<file path="src/rtl/core/utli_pkg.sv">
//==============================================================================
// utli_pkg
// Shared widths, command codes and register indexes for the uniform table
// linear interpolator.
//==============================================================================
`default_nettype none

package utli_pkg;

    localparam int DEF_MAX_ENTRIES = 1024;

    localparam int DATA_W      = 32;  // Q16.16 depth samples and results
    localparam int POS_W       = 24;  // Q4.20 query position
    localparam int IDX_W       = 10;  // entry index field
    localparam int COUNT_W     = 11;  // entry_count register
    localparam int FRAC_W      = 20;  // fraction bits of the scaled position
    localparam int CHUNK_W     = 16;  // slice of t per multiply step
    localparam int QUEUE_DEPTH = 4;   // command queue between front and back
    localparam int CFG_IDX_W   = 2;

    // Register indexes of the configuration port
    localparam logic [CFG_IDX_W-1:0] CFG_ENTRY_COUNT = 2'd0;
    localparam logic [CFG_IDX_W-1:0] CFG_HOLD_EDGES  = 2'd1;

    // Request type codes
    localparam logic REQ_WRITE = 1'b0;
    localparam logic REQ_QUERY = 1'b1;

    // Commands handed from the front to the back
    typedef enum logic [1:0] {
        OP_WRITE,   // store one table entry
        OP_EDGE,    // return one stored entry as is
        OP_INTERP   // interpolate from an entry and its upper neighbor
    } op_t;

endpackage

`default_nettype wire

</file>
<file path="src/rtl/core/utli_front.sv">
//==============================================================================
// utli_front
// Accepts request beats, scales the query position by the table span and
// classifies each request into a back-end command.
//==============================================================================
`default_nettype none

module utli_front
    import utli_pkg::*;
#(
    parameter int MAX_ENTRIES = DEF_MAX_ENTRIES
)
(
    input  wire logic                        clk,
    input  wire logic                        rst_n,
    // request side
    input  wire logic                        push,
    output logic                             full,
    input  wire logic                        req_type,
    input  wire logic [IDX_W-1:0]            entry_index,
    input  wire logic signed [DATA_W-1:0]    entry_value,
    input  wire logic signed [POS_W-1:0]     position,
    // configuration
    input  wire logic [COUNT_W-1:0]          entry_count,
    input  wire logic                        hold_edges,
    input  wire logic                        clearing,
    // command queue
    input  wire logic                        q_full,
    output logic                             q_push,
    output logic [2+$clog2(MAX_ENTRIES)+($clog2(MAX_ENTRIES)+POS_W+1)+DATA_W-1:0] q_data
);

    localparam int AW = $clog2(MAX_ENTRIES);
    localparam int SW = AW + POS_W + 1;
    localparam int CW = $clog2(MAX_ENTRIES + 1);
    localparam int XW = (CW > COUNT_W) ? CW : COUNT_W;

    logic [XW-1:0]          cnt_x;
    logic [XW-1:0]          eff;
    logic [AW-1:0]          span;
    logic [AW-1:0]          span_m1;
    logic signed [SW-1:0]   s_prod;

    logic                   a_valid_reg, a_valid_next;
    logic                   a_type_reg;
    logic [IDX_W-1:0]       a_idx_reg;
    logic [DATA_W-1:0]      a_val_reg;
    logic signed [SW-1:0]   a_s_reg;

    logic                   accept;
    logic                   advance;
    logic                   keep;
    logic                   below;
    logic                   above;
    logic signed [SW-1:0]   span_q;
    logic signed [SW-1:0]   span_m1_q;
    logic signed [SW-1:0]   t_above;
    op_t                    op;
    logic [AW-1:0]          addr;
    logic signed [SW-1:0]   tval;

    // Clamp the configured count into 1..MAX_ENTRIES
    always_comb
    begin
        cnt_x = XW'(entry_count);
        if (cnt_x == '0)
            eff = XW'(1);
        else if (cnt_x > XW'(MAX_ENTRIES))
            eff = XW'(MAX_ENTRIES);
        else
            eff = cnt_x;
    end

    assign span    = AW'(eff - XW'(1));
    assign span_m1 = span - AW'(1);
    assign s_prod  = $signed({1'b0, span}) * position;

    assign full    = clearing || (a_valid_reg && q_full);
    assign accept  = push && !full;
    assign advance = a_valid_reg && !q_full;

    always_comb
    begin
        a_valid_next = a_valid_reg;
        if (accept)
            a_valid_next = 1'b1;
        else if (advance)
            a_valid_next = 1'b0;
    end

    always_ff @(posedge clk or negedge rst_n)
    begin
        if (!rst_n)
            a_valid_reg <= 1'b0;
        else
            a_valid_reg <= a_valid_next;
    end

    always_ff @(posedge clk)
    begin
        if (accept)
        begin
            a_type_reg <= req_type;
            a_idx_reg  <= entry_index;
            a_val_reg  <= entry_value;
            a_s_reg    <= s_prod;
        end
    end

    // Segment selection on the scaled position
    assign span_q    = $signed({{(SW-AW-FRAC_W){1'b0}}, span, {FRAC_W{1'b0}}});
    assign span_m1_q = $signed({{(SW-AW-FRAC_W){1'b0}}, span_m1, {FRAC_W{1'b0}}});
    assign t_above   = a_s_reg - span_m1_q;
    assign below     = a_s_reg[SW-1];
    assign above     = !below && (a_s_reg >= span_q);

    always_comb
    begin
        op   = OP_WRITE;
        addr = AW'(a_idx_reg);
        tval = '0;
        keep = 1'b1;
        if (a_type_reg == REQ_WRITE)
        begin
            // drop writes beyond the entries in use
            keep = XW'(a_idx_reg) < eff;
        end
        else if (span == '0)
        begin
            op   = OP_EDGE;
            addr = '0;
        end
        else if (below)
        begin
            addr = '0;
            if (hold_edges)
                op = OP_EDGE;
            else
            begin
                op   = OP_INTERP;
                tval = a_s_reg;
            end
        end
        else if (above)
        begin
            if (hold_edges)
            begin
                op   = OP_EDGE;
                addr = span;
            end
            else
            begin
                op   = OP_INTERP;
                addr = span_m1;
                tval = t_above;
            end
        end
        else
        begin
            op   = OP_INTERP;
            addr = a_s_reg[AW+FRAC_W-1:FRAC_W];
            tval = $signed({{(SW-FRAC_W){1'b0}}, a_s_reg[FRAC_W-1:0]});
        end
    end

    assign q_push = advance && keep;
    assign q_data = {op, addr, tval, a_val_reg};

endmodule

`default_nettype wire

</file>
<file path="config.mk">
export PLATFORM = sky130hd
export DESIGN_NAME = utli_front
export DESIGN_NICKNAME = d
export VERILOG_FILES = /design/src/rtl/core/utli_pkg.sv /design/src/rtl/core/utli_front.sv
export SDC_FILE = /design/constraint.sdc
export NUM_CORES = 1
export LEC_CHECK = 0
export BUFFER_PORTS_ARGS = -buffer_cell sky130_fd_sc_hd__buf_2
export CORE_ASPECT_RATIO = 2
export CORE_MARGIN = 4
export CORE_UTILIZATION = 37
export DETAILED_ROUTE_END_ITERATION = 6
export GPL_TIMING_DRIVEN = 0
export PLACE_DENSITY = 0.58
export SLEW_MARGIN = 20
export SYNTH_ARGS = -nofsm -noshare
export SYNTH_HDL_FRONTEND = slang
export SYNTH_SLANG_ARGS = --single-unit
</file>
<file path="constraint.sdc">
create_clock -name clk -period 6.9 [get_ports clk]
set_clock_uncertainty 0.05 [all_clocks]
set_input_delay 1.38 -clock clk [delete_from_list [all_inputs] [get_ports clk]]
set_output_delay 1.38 -clock clk [all_outputs]
set_load 0.005 [all_outputs]
</file>
* After elaboration in Yosys (flattened, before gate mapping) *
Cells that the tools add are included.

cells by class
  add/subtract/negate cells = 3
  multipliers = 1
  order comparisons = 3
  muxes and demuxes = 21
  reduce and logical (&&, ||, !) cells = 12

operators by type and width
  operator                                                              count
  35-bit 2-to-1 mux                                                     6
  10-bit 2-to-1 mux                                                     5
  35-bit by 31-bit greater-or-equal comparator with 1-bit output        1
  11-bit by 24-bit multiplier with 35-bit output                        1
  35-bit by 31-bit subtractor with 35-bit output                        1
  11-bit 2-to-1 mux                                                     2
  10-bit by 1-bit subtractor with 10-bit output, second input constant  2
  11-bit greater-than comparator, second input constant                 1
  11-bit zero test                                                      1
  10-bit by 11-bit < comparator with 1-bit output                       1
  10-bit zero test                                                      1
  2-bit 2-to-1 mux                                                      5
  1-bit logical AND                                                     5
  1-bit zero test                                                       3
  1-bit 2-to-1 mux                                                      3
  2-bit nonzero test                                                    1
  1-bit logical OR                                                      1

storage, ports and cells
  flip-flop bits (word level) = 79
  input bits = 84
  output and inout bits = 81

* Logic depth before layout (Yosys ltp) *
  depth in word-level cells = 11
  depth in mapped cells = 33

* Least setup slack after synthesis *
Ideal clock, no wire load.

  path kind = input port to flip-flop
  start point = in entry_count[5]
  end point = reg a_s_reg[33], data pin
  setup time = 258 ps
  data arrival time = 8,864 ps
  data required time = 6,592 ps
  path slack = -2,272 ps
  cell stages on the path = 29
  buffers on the path = 3
  cells stage by stage = or3_4 or3_1 nand2b_4 a21o_1 clkbuf_1 clkbuf_1 ha_1 o21a_1 and3_1 a311oi_4 clkbuf_1 nand2_1 fa_1 fa_1 inv_1 fa_1 fa_1 inv_1 fa_1 inv_1 ha_1 a2111o_1 o2111ai_1 nand3_1 o31a_1 a221oi_1 o2111ai_1 a21oi_1 xnor2_1

on the way
  word-level cells in the longest chain between the ends = 5
  elaborated cells between the ends (all ways) = 6

RTL lines
  what                                              RTL line           text
  from (decl)                                       utli_front.sv:24   input wire logic [COUNT_W-1:0] entry_count,
  11-bit greater-than comparator                    utli_front.sv:68   else if (cnt_x > XW'(MAX_ENTRIES))
  11-bit 2-to-1 mux                                 utli_front.sv:68
  11-bit 2-to-1 mux *                               utli_front.sv:66   if (cnt_x == '0)
  10-bit by 1-bit subtractor with 10-bit output *   utli_front.sv:74   assign span = AW'(eff - XW'(1));
  11-bit by 24-bit multiplier with 35-bit output *  utli_front.sv:76   assign s_prod = $signed({1'b0, span}) * position;
  net s_prod[33]                                    utli_front.sv:42   logic signed [SW-1:0] s_prod;
  to (signal assigned)                              utli_front.sv:106  a_s_reg <= s_prod;
  to (decl)                                         utli_front.sv:48   logic signed [SW-1:0] a_s_reg;

Mark *: on every way through the listed nets, which the timed path passes. The rest lies on a longest branch.
A chain may end at the register's enable or synchronous reset.

* Worst setup path after layout *
  start point = in entry_count[6]
  end point = reg a_s_reg[31], data pin

Same word-level chain as after synthesis.

==> Implementation_results.wiki <==
{| class="wikitable"
! Metric !! Value
|-
| Number of flip-flops and latches in the synthesized netlist || 79
|-
| Vias in the first global route || 11715
|-
| Fill count || 3316
|-
| Minimum setup slack in the final design || -1789 ps
|-
| Count of placed standard cells including taps || 1960
|-
| Number of vias in the routed layout || 10695
|-
| Crit-path leading delay family || adder cells
|-
| Number of warnings reported in the yosys synthesis log || 0
|-
| Port Buffers || 140
|-
| CP Depth || 29
|-
| Final worst-path cycle share || 1.259
|-
| Largest area contributor in the netlist || sky130_fd_sc_hd__fa_1
|-
| Max-slew violation count || 0
|-
| Clk Latency, worst-skew pair || 340 ps
|-
| Area growth from synthesis to final layout || 24.86%
|-
| Cells after synthesis || 1376
|-
| Total CTS buffers || 9
|-
| Hold Violations, Final || 0
|-
| Total length of routed wires || 41.26 mm
|-
| Number of clock sinks || 79
|-
| Number of design-rule violations left by the first detailed-router iteration || 412
|-
| Fraction of registers with async set or reset after synthesis || 0.01266
|-
| Mean area per synthesized cell || 9.455 um^2
|-
| Area of placed instances || 14670 um^2
|-
| Synth top area share || 0.3231
|-
| Average via count per standard cell || 5.248
|-
| Required arrival time at the worst endpoint || 6950 ps
|-
| Buffer cell driving the clock tree root || sky130_fd_sc_hd__clkbuf_16
|-
| Leading post-synthesis cells by cell area || sky130_fd_sc_hd__fa_1 (32%), sky130_fd_sc_hd__edfxtp_1 (18%), sky130_fd_sc_hd__ha_1 (10%)
|-
| Outcome || complete, but fails checks
|-
| Startpoint of the most critical register-to-register path || a_valid_reg
|-
| Worst Reg2Reg Path Length in Cells || 3
|-
| Count of distinct cell types in the synthesized netlist || 65
|-
| Slowest cell on the critical path || sky130_fd_sc_hd__fa_2
|-
| Die Ht || 273.2 um
|-
| Remaining number of nets flagged by the antenna check after routing || 0
|-
| Top-Level Pins || 165
|-
| Final critical-path required period || 8689 ps
|-
| Number of buffer and inverter stages on the critical path || 7
|-
| Post-synth EDFFs || 78
|-
| Synth cell count leaders || sky130_fd_sc_hd__inv_1 (243), sky130_fd_sc_hd__fa_1 (210), sky130_fd_sc_hd__nand2_1 (151)
|-
| Layout cell share with drive strength beyond 1 || 0.2536
|-
| Area of the die || 38410 um^2
|-
| Number of standard cells in the layout, taps in and fillers out || 2038
|-
| Pin count of the biggest net entering global routing || 56
|-
| Detailed-route DRC error count || 0
|-
| TritonCTS clock tree || done
|-
| First-pass DRT Iterations || 5
|-
| Gpl congestion || 0.9250
|-
| Number of rows in the core area || 96
|-
| Clock-pin transition on the worst setup and hold timing paths || 60 ps
|-
| Count leader, synth || sky130_fd_sc_hd__inv_1
|-
| Area of the mapped netlist || 13010 um^2
|-
| Overall routing resource usage || 0.2130
|-
| Die extent in x || 140.6 um
|-
| CP Data Arrival Time || 8740 ps
|-
| Nature of the critical path endpoint || register
|-
| Critical path launch point type || input port
|-
| Timing endpoint of the critical path || a_s_reg[31]
|-
| Initial antenna violation count || 0
|-
| Headroom to the max-slew limit || 0.3727
|-
| Hold slack || 463.2 ps
|-
| First-pass GRT wire length || 63.02 mm
|-
| Worst-margin pin slew || 941.0 ps
|-
| Wire length per cell || 20.24 um
|-
| Initial cell density of the core || 0.3774
|-
| Achievable clock frequency || 115.1 MHz
|-
| Reg-to-Reg End || a_s_reg[12]
|-
| Fraction of the yosys area taken by sequential cells || 0.1820
|-
| Slowest stage delay, CP || 570 ps
|-
| Syn_nets || 1778
|-
| Number of nets at the end of the flow || 1994
|-
| Diodes inserted || 0
|-
| Largest fanout of any net on the critical path || 7
|-
| Final design area excluding fillers || 16240 um^2
|-
| Launching element of the worst setup path || entry_count[6]
|-
| Core area || 34470 um^2
|-
| Flip-flop count of the largest register after layout || 35
|-
| Class of the tightest hold or removal check || reg2reg
|-
| Cts-stage hold buffer count || 0
|-
| RSZ-0062 raised after global routing || yes
|-
| Clock tree buffer depth || 2
|-
| Slack of the worst reg-to-reg path || 5210 ps
|-
| Violated checks || negative setup slack
|-
| Critical path start-end classification || in2reg
|-
| Grt ovf || 0
|-
| HPWL after detailed placement || 33.18 mm
|-
| Total of max-cap violations || 0
|-
| Final Setup Violations || 75
|-
| Critical path's most frequent cell || sky130_fd_sc_hd__fa_2
|-
| Leading register cell type out of synthesis || sky130_fd_sc_hd__edfxtp_1
|-
| Max H-tree Level || 3
|-
| Final Util || 0.4712
|}
==> layer usage <==
layer  wire [um]  track usage  vias to the layer above
li1            -            -                     4812
met1       13330       0.2025                     5481
met2       24230       0.4396                      301
met3        1490      0.01923                      101
met4        2208       0.1026                        0
met5           0            0                        -
==> logic make-up (layout without fill, tap and decap cells) <==
logic type | after synthesis | count (layout) | share of synthesized area
compound gates | 169 | 169 | 0.08839
xor+xnor | 58 | 58 | 0.03905
fa+ha+maj | 318 | 318 | 0.4270
buf+inv | 307 | 528 | 0.08954
flops | 79 | 79 | 0.1820
mux | 1 | 1 | 0.0007694
simple gates | 444 | 444 | 0.1733
==> through the flow <==
| stage | setup slack (ps) | setup TNS (ps) |
|---|---|---|
| floorplan | -1733 | -29750 |
| global placement | -3754 | -177730 |
| detailed placement | -3317 | -144140 |
| CTS | -1849 | -62870 |
| global route | -1946 | -72700 |
| finish | -1789 | -60690 |
==> how the worst min path moves through the flow <==
| stage | to | start | slack, ps | cells after the start |
|---|---|---|---|---|
| detailed placement | a_valid_reg | a_valid_reg | 450 | 1 |
| global placement | a_valid_reg | a_valid_reg | 440 | 1 |
| CTS | a_valid_reg | a_valid_reg | 460 | 1 |
| global route | a_valid_reg | a_valid_reg | 520 | 1 |
| finish | a_valid_reg | a_valid_reg | 460 | 1 |
| floorplan | a_valid_reg | a_valid_reg | 410 | 1 |
==> cell type report <==
class                   count  area, um^2  share of cell area
clock buffers              10       239.0             0.01471
multi-input cells         990       10350              0.6374
plain buffers              59       361.6             0.02226
repair buffers            209        1385             0.08527
well taps                 441       551.8             0.03397
clock inverters             6       68.82            0.004236
flip-flops and latches     79        2367              0.1457
inverters                 244       915.9             0.05638
==> timing repair <==
| item | in CTS | in global routing |
|---|---|---|
| endpoints found under the setup margin | 77 | 75 |
| gates cloned | 0 | 1 |
| pin swaps | 49 | 79 |
| gates resized for setup | 99 | 90 |
| buffers inserted | 41 | 27 |
==> placed cells by master (no fill, tap or decap), types with 7 or more instances in the layout <==
| cell | synthesis | layout |
|---|---|---|
| sky130_fd_sc_hd__inv_2 | 1 | 18 |
| sky130_fd_sc_hd__clkbuf_1 | 36 | 16 |
| sky130_fd_sc_hd__nor2_1 | 62 | 58 |
| sky130_fd_sc_hd__nor2b_1 | 52 | 52 |
| sky130_fd_sc_hd__clkbuf_2 | 0 | 8 |
| sky130_fd_sc_hd__buf_1 | 22 | 19 |
| sky130_fd_sc_hd__fa_1 | 210 | 194 |
| sky130_fd_sc_hd__nand2_1 | 151 | 142 |
| sky130_fd_sc_hd__nand3_1 | 15 | 7 |
| sky130_fd_sc_hd__o21ai_2 | 0 | 7 |
| sky130_fd_sc_hd__nand2_2 | 1 | 7 |
| sky130_fd_sc_hd__nand2b_1 | 7 | 7 |
| sky130_fd_sc_hd__ha_1 | 108 | 87 |
| sky130_fd_sc_hd__nor3_1 | 15 | 10 |
| sky130_fd_sc_hd__inv_1 | 243 | 226 |
| sky130_fd_sc_hd__a21oi_2 | 0 | 14 |
| sky130_fd_sc_hd__o22ai_1 | 11 | 10 |
| sky130_fd_sc_hd__edfxtp_1 | 78 | 78 |
| sky130_fd_sc_hd__a21o_1 | 18 | 17 |
| sky130_fd_sc_hd__clkbuf_16 | 0 | 12 |
| sky130_fd_sc_hd__nand3_2 | 1 | 7 |
| sky130_fd_sc_hd__fa_2 | 0 | 16 |
| sky130_fd_sc_hd__buf_6 | 1 | 12 |
| sky130_fd_sc_hd__xor2_1 | 10 | 10 |
| sky130_fd_sc_hd__ha_4 | 0 | 18 |
| sky130_fd_sc_hd__buf_2 | 4 | 138 |
| sky130_fd_sc_hd__and2_1 | 105 | 100 |
| sky130_fd_sc_hd__o21ai_0 | 27 | 15 |
| sky130_fd_sc_hd__a22oi_1 | 8 | 8 |
| sky130_fd_sc_hd__buf_4 | 0 | 55 |
| sky130_fd_sc_hd__xnor2_1 | 48 | 44 |
| sky130_fd_sc_hd__a21oi_1 | 39 | 22 |
| sky130_fd_sc_hd__o21a_1 | 11 | 11 |
Power is not shown: default switching activity piles up to over one toggle a cycle in this logic, so the estimate is an artifact.
