--- src/rtl/core/utli_pkg.sv ---
//==============================================================================
// utli_pkg
// Shared widths, command codes and register indexes for the uniform table
// linear interpolator.
//==============================================================================
`default_nettype none

package utli_pkg;

    localparam int DEF_MAX_ENTRIES = 1024;

    localparam int DATA_W      = 32;  // Q16.16 depth samples and results
    localparam int POS_W       = 24;  // Q4.20 query position
    localparam int IDX_W       = 10;  // entry index field
    localparam int COUNT_W     = 11;  // entry_count register
    localparam int FRAC_W      = 20;  // fraction bits of the scaled position
    localparam int CHUNK_W     = 16;  // slice of t per multiply step
    localparam int QUEUE_DEPTH = 4;   // command queue between front and back
    localparam int CFG_IDX_W   = 2;

    // Register indexes of the configuration port
    localparam logic [CFG_IDX_W-1:0] CFG_ENTRY_COUNT = 2'd0;
    localparam logic [CFG_IDX_W-1:0] CFG_HOLD_EDGES  = 2'd1;

    // Request type codes
    localparam logic REQ_WRITE = 1'b0;
    localparam logic REQ_QUERY = 1'b1;

    // Commands handed from the front to the back
    typedef enum logic [1:0] {
        OP_WRITE,   // store one table entry
        OP_EDGE,    // return one stored entry as is
        OP_INTERP   // interpolate from an entry and its upper neighbor
    } op_t;

endpackage

`default_nettype wire

--- src/rtl/core/utli_fifo.sv ---
//==============================================================================
// utli_fifo
// Small command queue that decouples the front end from the back end.
//==============================================================================
`default_nettype none

module utli_fifo
    import utli_pkg::*;
#(
    parameter int WIDTH = DATA_W,
    parameter int DEPTH = QUEUE_DEPTH
)
(
    input  wire logic             clk,
    input  wire logic             rst_n,
    input  wire logic             push,
    output logic                  full,
    input  wire logic [WIDTH-1:0] wdata,
    input  wire logic             pop,
    output logic                  empty,
    output logic [WIDTH-1:0]      rdata
);

    localparam int PTR_W = $clog2(DEPTH);

    logic [WIDTH-1:0] mem_reg [DEPTH];
    logic [PTR_W-1:0] wr_ptr_reg, wr_ptr_next;
    logic [PTR_W-1:0] rd_ptr_reg, rd_ptr_next;
    logic [PTR_W:0]   count_reg, count_next;
    logic             do_push;
    logic             do_pop;

    assign full    = count_reg == (PTR_W+1)'(DEPTH);
    assign empty   = count_reg == '0;
    assign do_push = push && !full;
    assign do_pop  = pop && !empty;
    assign rdata   = mem_reg[rd_ptr_reg];

    always_comb
    begin
        wr_ptr_next = wr_ptr_reg;
        rd_ptr_next = rd_ptr_reg;
        count_next  = count_reg;
        if (do_push)
            wr_ptr_next = (wr_ptr_reg == PTR_W'(DEPTH-1)) ? '0 : wr_ptr_reg + PTR_W'(1);
        if (do_pop)
            rd_ptr_next = (rd_ptr_reg == PTR_W'(DEPTH-1)) ? '0 : rd_ptr_reg + PTR_W'(1);
        if (do_push && !do_pop)
            count_next = count_reg + (PTR_W+1)'(1);
        else if (do_pop && !do_push)
            count_next = count_reg - (PTR_W+1)'(1);
    end

    always_ff @(posedge clk or negedge rst_n)
    begin
        if (!rst_n)
        begin
            wr_ptr_reg <= '0;
            rd_ptr_reg <= '0;
            count_reg  <= '0;
        end
        else
        begin
            wr_ptr_reg <= wr_ptr_next;
            rd_ptr_reg <= rd_ptr_next;
            count_reg  <= count_next;
        end
    end

    always_ff @(posedge clk)
    begin
        if (do_push)
            mem_reg[wr_ptr_reg] <= wdata;
    end

endmodule

`default_nettype wire

--- config.mk ---
export PLATFORM = sky130hd
export DESIGN_NAME = utli_fifo
export DESIGN_NICKNAME = d
export VERILOG_FILES = /design/src/rtl/core/utli_pkg.sv /design/src/rtl/core/utli_fifo.sv
export SDC_FILE = /design/constraint.sdc
export NUM_CORES = 1
export LEC_CHECK = 0
export ABC_CLOCK_PERIOD_IN_PS = 3050
export BUFFER_PORTS_ARGS = -buffer_cell sky130_fd_sc_hd__buf_2
export CAP_MARGIN = 20
export CORE_MARGIN = 2
export CORE_UTILIZATION = 55
export DETAILED_ROUTE_END_ITERATION = 12
export PLACE_DENSITY_LB_ADDON = 0.05
export SLEW_MARGIN = 20
export SYNTH_ARGS = -nofsm -noshare
export SYNTH_HDL_FRONTEND = slang
export SYNTH_SLANG_ARGS = --single-unit
--- constraint.sdc ---
create_clock -name clk -period 3.05 [get_ports clk]
set_input_delay 0 -clock clk [delete_from_list [all_inputs] [get_ports clk]]
set_output_delay 0 -clock clk [all_outputs]
set_load 0.005 [all_outputs]
=== Word-level counts from Yosys, hierarchy flattened ===
Memory sizes are Yosys's and may differ from the RTL's.
Index checks and enable logic that the tools add are counted.

* Flip-flop bits (word level): 7
* RAM bits: 128
* Word-level logic and storage cells: 27
* Memories: 1

* $add $sub $neg: 4
* Eq/ne operators: 3
* Multiplexer cells: 6
* Reductions and logical operators: 10

{| class="wikitable"
|+ Memory list
! name !! depth !! width !! rd ports !! clocked after Yosys merged registers in !! wr ports !! line !! RTL
|-
| mem_reg || 4 || 32 || 1 || 0 || 1 || utli_fifo.sv:26 || <nowiki>logic [WIDTH-1:0] mem_reg [DEPTH];</nowiki>
|}

{| class="wikitable"
|+ Operators by type and width
! operator !! count
|-
| 2-to-1 mux 3 bit || 2
|-
| adder 2 x 1 -> 2 bit (second input constant) || 2
|-
| == test 2 bit (second input constant) || 2
|-
| logical AND 1 bit || 4
|-
| logical NOT 1 bit || 4
|-
| 2-to-1 mux 2 bit || 2
|-
| adder 3 x 1 -> 3 bit (second input constant) || 1
|-
| == test 3 bit (second input constant) || 1
|-
| logical NOT 3 bit || 1
|-
| subtractor 3 x 1 -> 3 bit (second input constant) || 1
|-
| 2-to-1 mux 1 bit || 2
|-
| nonzero test 2 bit || 1
|}

=== Longest topological paths before layout ===
Gate-level depths: netlist (run 1).

* Depth in word-level cells: 7
* Depth in mapped cells: 8

=== Worst setup path before layout (run 1) ===
No wires, ideal clock.

* Path type: register -> register
* Start: register wr_ptr_reg[0]
* End: memory mem_reg[3][0] in the netlist's numbering (enable)
* Library setup time: 422 ps
* Arrival time: 1967 ps
* Setup slack: 662 ps
* Stages on the path, launching flop included: 4
* Path buffers: 0
* Period minus slack after synthesis: 2388 ps
* Cell sequence: dfrtp_1 ha_1 nand2_1 nor2_1

{| class="wikitable"
|+ RTL lines
! element !! line !! RTL
|-
| start, declared || utli_fifo.sv:27 || <nowiki>logic [PTR_W-1:0] wr_ptr_reg, wr_ptr_next;</nowiki>
|-
| start signal, assigned || utli_fifo.sv:64 || <nowiki>wr_ptr_reg <= wr_ptr_next;</nowiki>
|-
| end, declared || utli_fifo.sv:26 ||
|}

No word-level cell before the write port.

=== Worst setup path after layout (run 1) ===
* Start: register rd_ptr_reg[0]
* End: output rdata[11]

* Cells in the longest elaborated chain, start to end: 1

{| class="wikitable"
|+ Ends and longest elaborated chain
! element !! line !! RTL
|-
| start, declared || utli_fifo.sv:28 || <nowiki>logic [PTR_W-1:0] rd_ptr_reg, rd_ptr_next;</nowiki>
|-
| start signal, assigned || utli_fifo.sv:65 || <nowiki>rd_ptr_reg <= rd_ptr_next;</nowiki>
|-
| memory (4 x 32 bit) || n/a ||
|-
| end, declared || utli_fifo.sv:21 || <nowiki>output logic [WIDTH-1:0] rdata</nowiki>
|}

Every way passes these cells.

==> results of run 1 <==
[per-layer routing]
| layer | global-route usage [%] | wire [um] | up-vias |
|---|---|---|---|
| li1 | - | - | 1101 |
| met1 | 20.9 | 3350 | 1208 |
| met2 | 30.4 | 4370 | 60 |
| met3 | 4.81 | 286 | 12 |
| met4 | 8.32 | 101 | 0 |
| met5 | 0 | 0 | - |
[per-stage QoR]
stage / power (W) / util [%] / cells / area (um^2)
2_1_floorplan: 0.00368 / - / 205 / 5080
3_3_place_gp: 0.00419 / 61.0 / 380 / 5550
3_5_place_dp: 0.00422 / 61.0 / 380 / 5550
4_1_cts: 0.00626 / 71.4 / 448 / 6510
5_1_grt: 0.00647 / 71.4 / 448 / 6510
6_report: 0.00617 / 71.4 / 448 / 6510
[critical path, cell delays in order (launching register included)]
cell and delay, ns:
dfrtp_2 0.74, buf_12 0.27, mux4_2 0.53, buf_2 0.15
[logic make-up after synthesis]
| logic type | count (synthesis) | synth area share [%] |
|---|---|---|
| DFF | 135 | 79.0 |
| muxes | 36 | 15.2 |
| buffers and inverters | 11 | 1.48 |
| and+or+nand+nor | 11 | 1.50 |
| adders and majority gates | 7 | 1.87 |
| xor gates and xnor gates | 3 | 0.517 |
| AOI/OAI and AO/OA | 2 | 0.394 |
[synthesized netlist by cell type, drive strengths merged]
master	n
mux4	32
inv	3
edfxtp	128
and2	3
fa	1
o31ai	1
nor3b	1
nor3	2
xnor2	1
buf	7
nor2b	1
xor2	2
a21o	1
clkbuf	1
ha	6
nor2	3
nand2	1
mux2	4
dfrtp	7
[worst paths after layout]
| kind | start | end | slack [ns] | cells past startpoint |
|---|---|---|---|---|
| worst max-delay path | rd_ptr_reg[0] | rdata[11] | 0.85 | 3 |
| min in group asynchronous | rst_n | wr_ptr_reg[0] | 0.44 | 3 |
| worst max register to register | count_reg[0] | count_reg[2] | 0.91 | 7 |
| worst min-delay path | wdata[15] | mem_reg[0][15] | 0.24 | 2 |
| worst min register to register | count_reg[2] | count_reg[2] | 0.56 | 1 |
| max in group asynchronous | rst_n | rd_ptr_reg[1] | 2.35 | 3 |
[report_power, final]
part           switching (W)  internal (W)  total, W
logic               0.000610      0.000826   0.00144
registers           0.000277       0.00246   0.00274
clock network       0.000746       0.00125   0.00200
total                0.00163       0.00454   0.00617
[cell type report]
class | instances | area [um^2] | area share [%]
timing repair buffer | 108 | 741 | 11.4
sequential | 135 | 4020 | 61.8
tap | 111 | 139 | 2.13
inverter | 3 | 11.3 | 0.173
multi-input combinational | 59 | 1000 | 15.4
clock buffer | 18 | 418 | 6.42
clock inverter | 14 | 174 | 2.67
==> reports/metrics.csv, run 1 <==
stage,metric,value,unit
run,Max Cap Violations,0,
grt,initial antenna violation count,0,
timing,RSZ-0062 raised after global routing,no,
timing,normalized max-slew margin,44.7,%
timing,Setup-failing EPs final,0,
pwr,Pwr Density,948,nW/um^2
timing,Final WS setup,0.846,ns
critical_path,"Req. time, crit path",3.05,ns
cells_and_area,n_diodes,0,
critical_path,critical path arrival,2.20,ns
cells_and_area,share of layout cells above drive strength 1,43.0,%
cells_and_area,max reg flops,128,
cts,CTS root buffer,clkbuf_8,
floorplan,Initial Util,55.8,%
pwr,maximum vdd drop,0.550,mV
cells_and_area,"commonest non-fill, non-tap cell in the layout",edfxtp_1,
synth,cell count after synthesis,205,
cells_and_area,most frequent cells in the layout,"128 x edfxtp_1, 69 x buf_2, 36 x dlygate4sd3_1, 32 x mux4_2, 16 x clkbuf_16",
floorplan,Row Count,35,
floorplan,Core Area,9110,um^2
grt,GRT Util Overall,17.7,%
floorplan,die height,100,um
timing,final hold slack,0.244,ns
synth,distinct cell type count after synthesis,21,
synth,"Seq/Total Area, Yosys",79.0,%
run_status,status,"finished, final reports clean",
synth,post-synth top area share,75.6,%
cells_and_area,final net count,367,
route,routed wire length,8.11,mm
cts,H-tree Lvls,4,
cts,cts bufs inserted,17,
timing,Slew @ Worst Pin,0.830,ns
cts,# hold bufs at CTS,36,
place,"worst slack, placed",0.948,ns
synth,Mapped Nets,248,
route,first drt pass iteration count,4,
synth,Synth area leader,edfxtp_1,
grt,first-pass GRT wire length,12.7,mm
critical_path,Critical Path Fanout Max,18,
route,routed vias,2381,
place,hpwl dp,4.75,mm
cells_and_area,"Area growth, synth to finish",28.0,%
synth,Area contributors post-synth,"edfxtp_1 76%, mux4_2 14%, dfrtp_1 3.4%, ha_1 1.5%, buf_6 0.89%",
route,drc violations,0,
timing,max-slew violations,0,
cts,CTS Sinks,135,
timing,fmax,454,MHz
timing,Clock Skew,0.00454,ns
synth,Avg Inst Size Synth,24.8,um^2
place,PortBufs,69,
synth,Synth Cell Area,5080,um^2
cts,postcts setup bufs,0,
pwr,LEAKAGE,2.32,nW
critical_path,CP Capture Type,output port,
worst_hold_path,worst hold-check path type,input pin to flip-flop,
route,drt wl/cell,18.1,um
grt,Overflow after GRT,0,
timing,Period minus WS final,2.20,ns
route,detailed router's first-iteration violation count,90,
critical_path,Worst setup SP type,flip-flop,
route,"antenna viol nets, final",0,
floorplan,Die Wd,100,um
synth,#FFs+latches synth,135,
timing,final hold vios,0,
route,vias per std cell,5.31,
critical_path,Crit Path Class,flip-flop to output port,
timing,final worst path period share,72.3,%
cts,Worst-Skew Late Latency,0.51,ns
cells_and_area,Filler cells,583,
cts,Resize count post-CTS,0,
floorplan,IO Pins,70,
cts,Clock transition at path regs,0.06,ns
timing,final setup TNS,0,ns
place,routability cong.,0.710,
grt,vias in the first global route,2540,
cts,CTS tree,done,
synth,synth warn,0,
floorplan,die area,10000,um^2
cts,clock buffer depth,2,
grt,largest net degree at the start of global routing,35,
(Power assumes the default switching activity.)
==> run 2, diff against run 1 <==
--- a/config.mk
+++ b/config.mk
@@ -5,11 +5,11 @@
 export SDC_FILE = /design/constraint.sdc
 export NUM_CORES = 1
 export LEC_CHECK = 0
-export ABC_CLOCK_PERIOD_IN_PS = 3050
+export ABC_CLOCK_PERIOD_IN_PS = 1800
 export BUFFER_PORTS_ARGS = -buffer_cell sky130_fd_sc_hd__buf_2
 export CAP_MARGIN = 20
 export CORE_MARGIN = 2
-export CORE_UTILIZATION = 55
+export CORE_UTILIZATION = 51
 export DETAILED_ROUTE_END_ITERATION = 12
 export PLACE_DENSITY_LB_ADDON = 0.05
 export SLEW_MARGIN = 20
==> constraint.sdc (replaced) <==
create_clock -name clk -period 1.8 [get_ports clk]
set_input_delay 0 -clock clk [delete_from_list [all_inputs] [get_ports clk]]
set_output_delay 0 -clock clk [all_outputs]
set_load 0.005 [all_outputs]
==> run 2 against run 1 <==
The run now ends with setup timing left. Total power up 79%. Clock power up 62%. Clock skew up 0.0020 ns. Critical path depth up 1. Largest power group unchanged. Non-clock buffer count up 24. Die area up 7.5%.
==> reports/metrics.csv, run 2 (synthesized netlist as in run 1, its figures left out) <==
stage,metric,value,unit
cells_and_area,"commonest non-fill, non-tap cell in the layout",edfxtp_1,
worst_hold_path,hold path cells,2,
cts,CTS root buffer,clkbuf_8,
grt,initial antenna violation count,0,
floorplan,Die Wd,104,um
run_status,failing checks,setup timing,
route,drt wl/cell,17.9,um
critical_path,WP buf/inv,3,
critical_path,CP cell instances,buf_4 > buf_12 > mux4_2 > buf_2,
timing,Slew @ Worst Pin,0.355,ns
timing,Clock Skew,0.00651,ns
cts,Clock transition at path regs,0.06,ns
route,drc violations,0,
cts,CTS tree,done,
floorplan,Row Count,36,
floorplan,die area,10800,um^2
grt,largest net degree at the start of global routing,27,
floorplan,Core Area,9730,um^2
cells_and_area,final net count,391,
cts,cts bufs inserted,17,
grt,GRT Util Overall,18.0,%
cells_and_area,max reg flops,128,
run,Max Cap Violations,0,
critical_path,Critical Path Fanout Max,7,
pwr,maximum vdd drop,0.769,mV
timing,fmax,537,MHz
route,routed vias,2481,
place,routability cong.,0.708,
route,"antenna viol nets, final",0,
timing,final hold vios,0,
floorplan,IO Pins,70,
cts,H-tree Lvls,4,
critical_path,Worst path slowest cell,mux4_2,
critical_path,Worst setup SP type,flip-flop,
timing,final worst path period share,103,%
critical_path,Crit Path Class,flip-flop to output port,
cells_and_area,share of layout cells above drive strength 1,47.9,%
cells_and_area,"Area growth, synth to finish",35.0,%
critical_path,R2R Setup Slk,0,ns
critical_path,CP top delay family,multiplexers,
cts,CTS Sinks,135,
critical_path,CP Capture Type,output port,
cells_and_area,Post-Layout Cell Count,494,
place,hpwl dp,5.13,mm
timing,normalized max-slew margin,76.2,%
critical_path,"Largest stage delay, worst path",0.52,ns
route,vias per std cell,5.02,
run_status,status,finished with violations,
critical_path,cell depth of the worst flop-to-flop path,7,
pwr,Pwr Density,1610,nW/um^2
pwr,LEAKAGE,2.49,nW
timing,final hold slack,0.240,ns
cells_and_area,final instance area,6860,um^2
timing,max-slew violations,0,
critical_path,critical path arrival,1.86,ns
timing,RSZ-0062 raised after global routing,yes,
cells_and_area,most frequent cells in the layout,"128 x edfxtp_1, 69 x buf_2, 36 x dlygate4sd3_1, 32 x mux4_2, 16 x clkbuf_16",
critical_path,FF-to-FF End,count_reg[2],
worst_hold_path,hold_sp,wdata[20],
place,area post-placement,5810,um^2
cts,Worst-Skew Late Latency,0.51,ns
route,detailed router's first-iteration violation count,118,
floorplan,Initial Util,52.3,%
timing,Period minus WS final,1.86,ns
timing,Setup-failing EPs final,26,
route,first drt pass iteration count,4,
floorplan,die height,104,um
worst_hold_path,worst hold-check path type,input pin to flip-flop,
grt,vias in the first global route,2661,
worst_hold_path,Hold EP,mem_reg[2][20],
grt,Overflow after GRT,0,
critical_path,"Req. time, crit path",1.80,ns
grt,first-pass GRT wire length,14.2,mm
place,Inst Count DP,417,
place,PortBufs,69,
timing,Final WS setup,-0.0611,ns
cells_and_area,n_diodes,0,
cts,clock buffer depth,2,
route,routed wire length,8.87,mm
critical_path,RR Startpoint,count_reg[2],
==> run 2: worst max path at each step <==
stage	start	to	cells past startpoint
after floorplan	count_reg[2]	mem_reg[3][0]	2
after global placement	count_reg[1]	count_reg[2]	7
after detailed placement	count_reg[2]	count_reg[2]	7
after CTS	rd_ptr_reg[0]	rdata[28]	4
after global routing	rd_ptr_reg[0]	rdata[1]	4
final	rd_ptr_reg[0]	rdata[16]	4
==> run 2: repair_timing <==
item | 4_1_cts | 5_1_grt
setup buffers | 4 | 4
gates cloned | 3 | 0
setup endpoints to repair | 32 | 34
endpoints found under the hold margin | 138 | 0
resized for setup | 6 | 8
hold buffers | 36 | 0
pin swaps | 3 | 7
==> run 2: layout make-up <==
class / instances / area, um^2
sequential: 135 / 4030
fill: 633 / 2870
timing repair buffer: 132 / 1070
clock buffer: 22 / 433
inverter: 3 / 11.3
tap: 133 / 166
clock inverter: 10 / 129
multi-input combinational: 59 / 1030
==> run 2: per-stage QoR <==
| stage | utilization [%] | TNS (ns) | power, W | setup slack, ns |
|---|---|---|---|---|
| 3_3_place_gp | 59.7 | -0.00546 | 0.00753 | -0.00546 |
| 4_1_cts | 70.5 | -1.81 | 0.0112 | -0.0871 |
| 3_5_place_dp | 59.7 | -0.0851 | 0.00755 | -0.0851 |
| 5_1_grt | 70.6 | -2.98 | 0.0116 | -0.128 |
| 6_report | 70.6 | -0.938 | 0.0111 | -0.0611 |
| 2_1_floorplan | - | -2.48 | 0.00629 | -0.0748 |
==> run 2: layer usage <==
layer  part of all wire [%]  routed length (um)  global-route usage (%)
met5                      0                   0                       0
met4                   0.85                  75                    6.95
met2                     49                4330                    27.8
met3                    3.5                 308                    5.14
met1                     47                4160                    24.6
==> run 2: power breakdown <==
group	internal, W	total, W	switching [W]	leakage [nW]
Combinational	0.00195	0.00340	0.00145	0.961
Clock	0.00209	0.00325	0.00116	0.280
Sequential	0.00417	0.00442	0.000253	1.25
Total	0.00821	0.0111	0.00286	2.49
==> run 2: worst reg2reg max path: cells and delay by family, from the launching register on <==
family	cells	cell delay, ns
fa+ha+maj	2	0.51
flops	1	0.43
xor+xnor	2	0.32
compound gates	1	0.31
simple gates	1	0.12
buf+inv	1	0.04
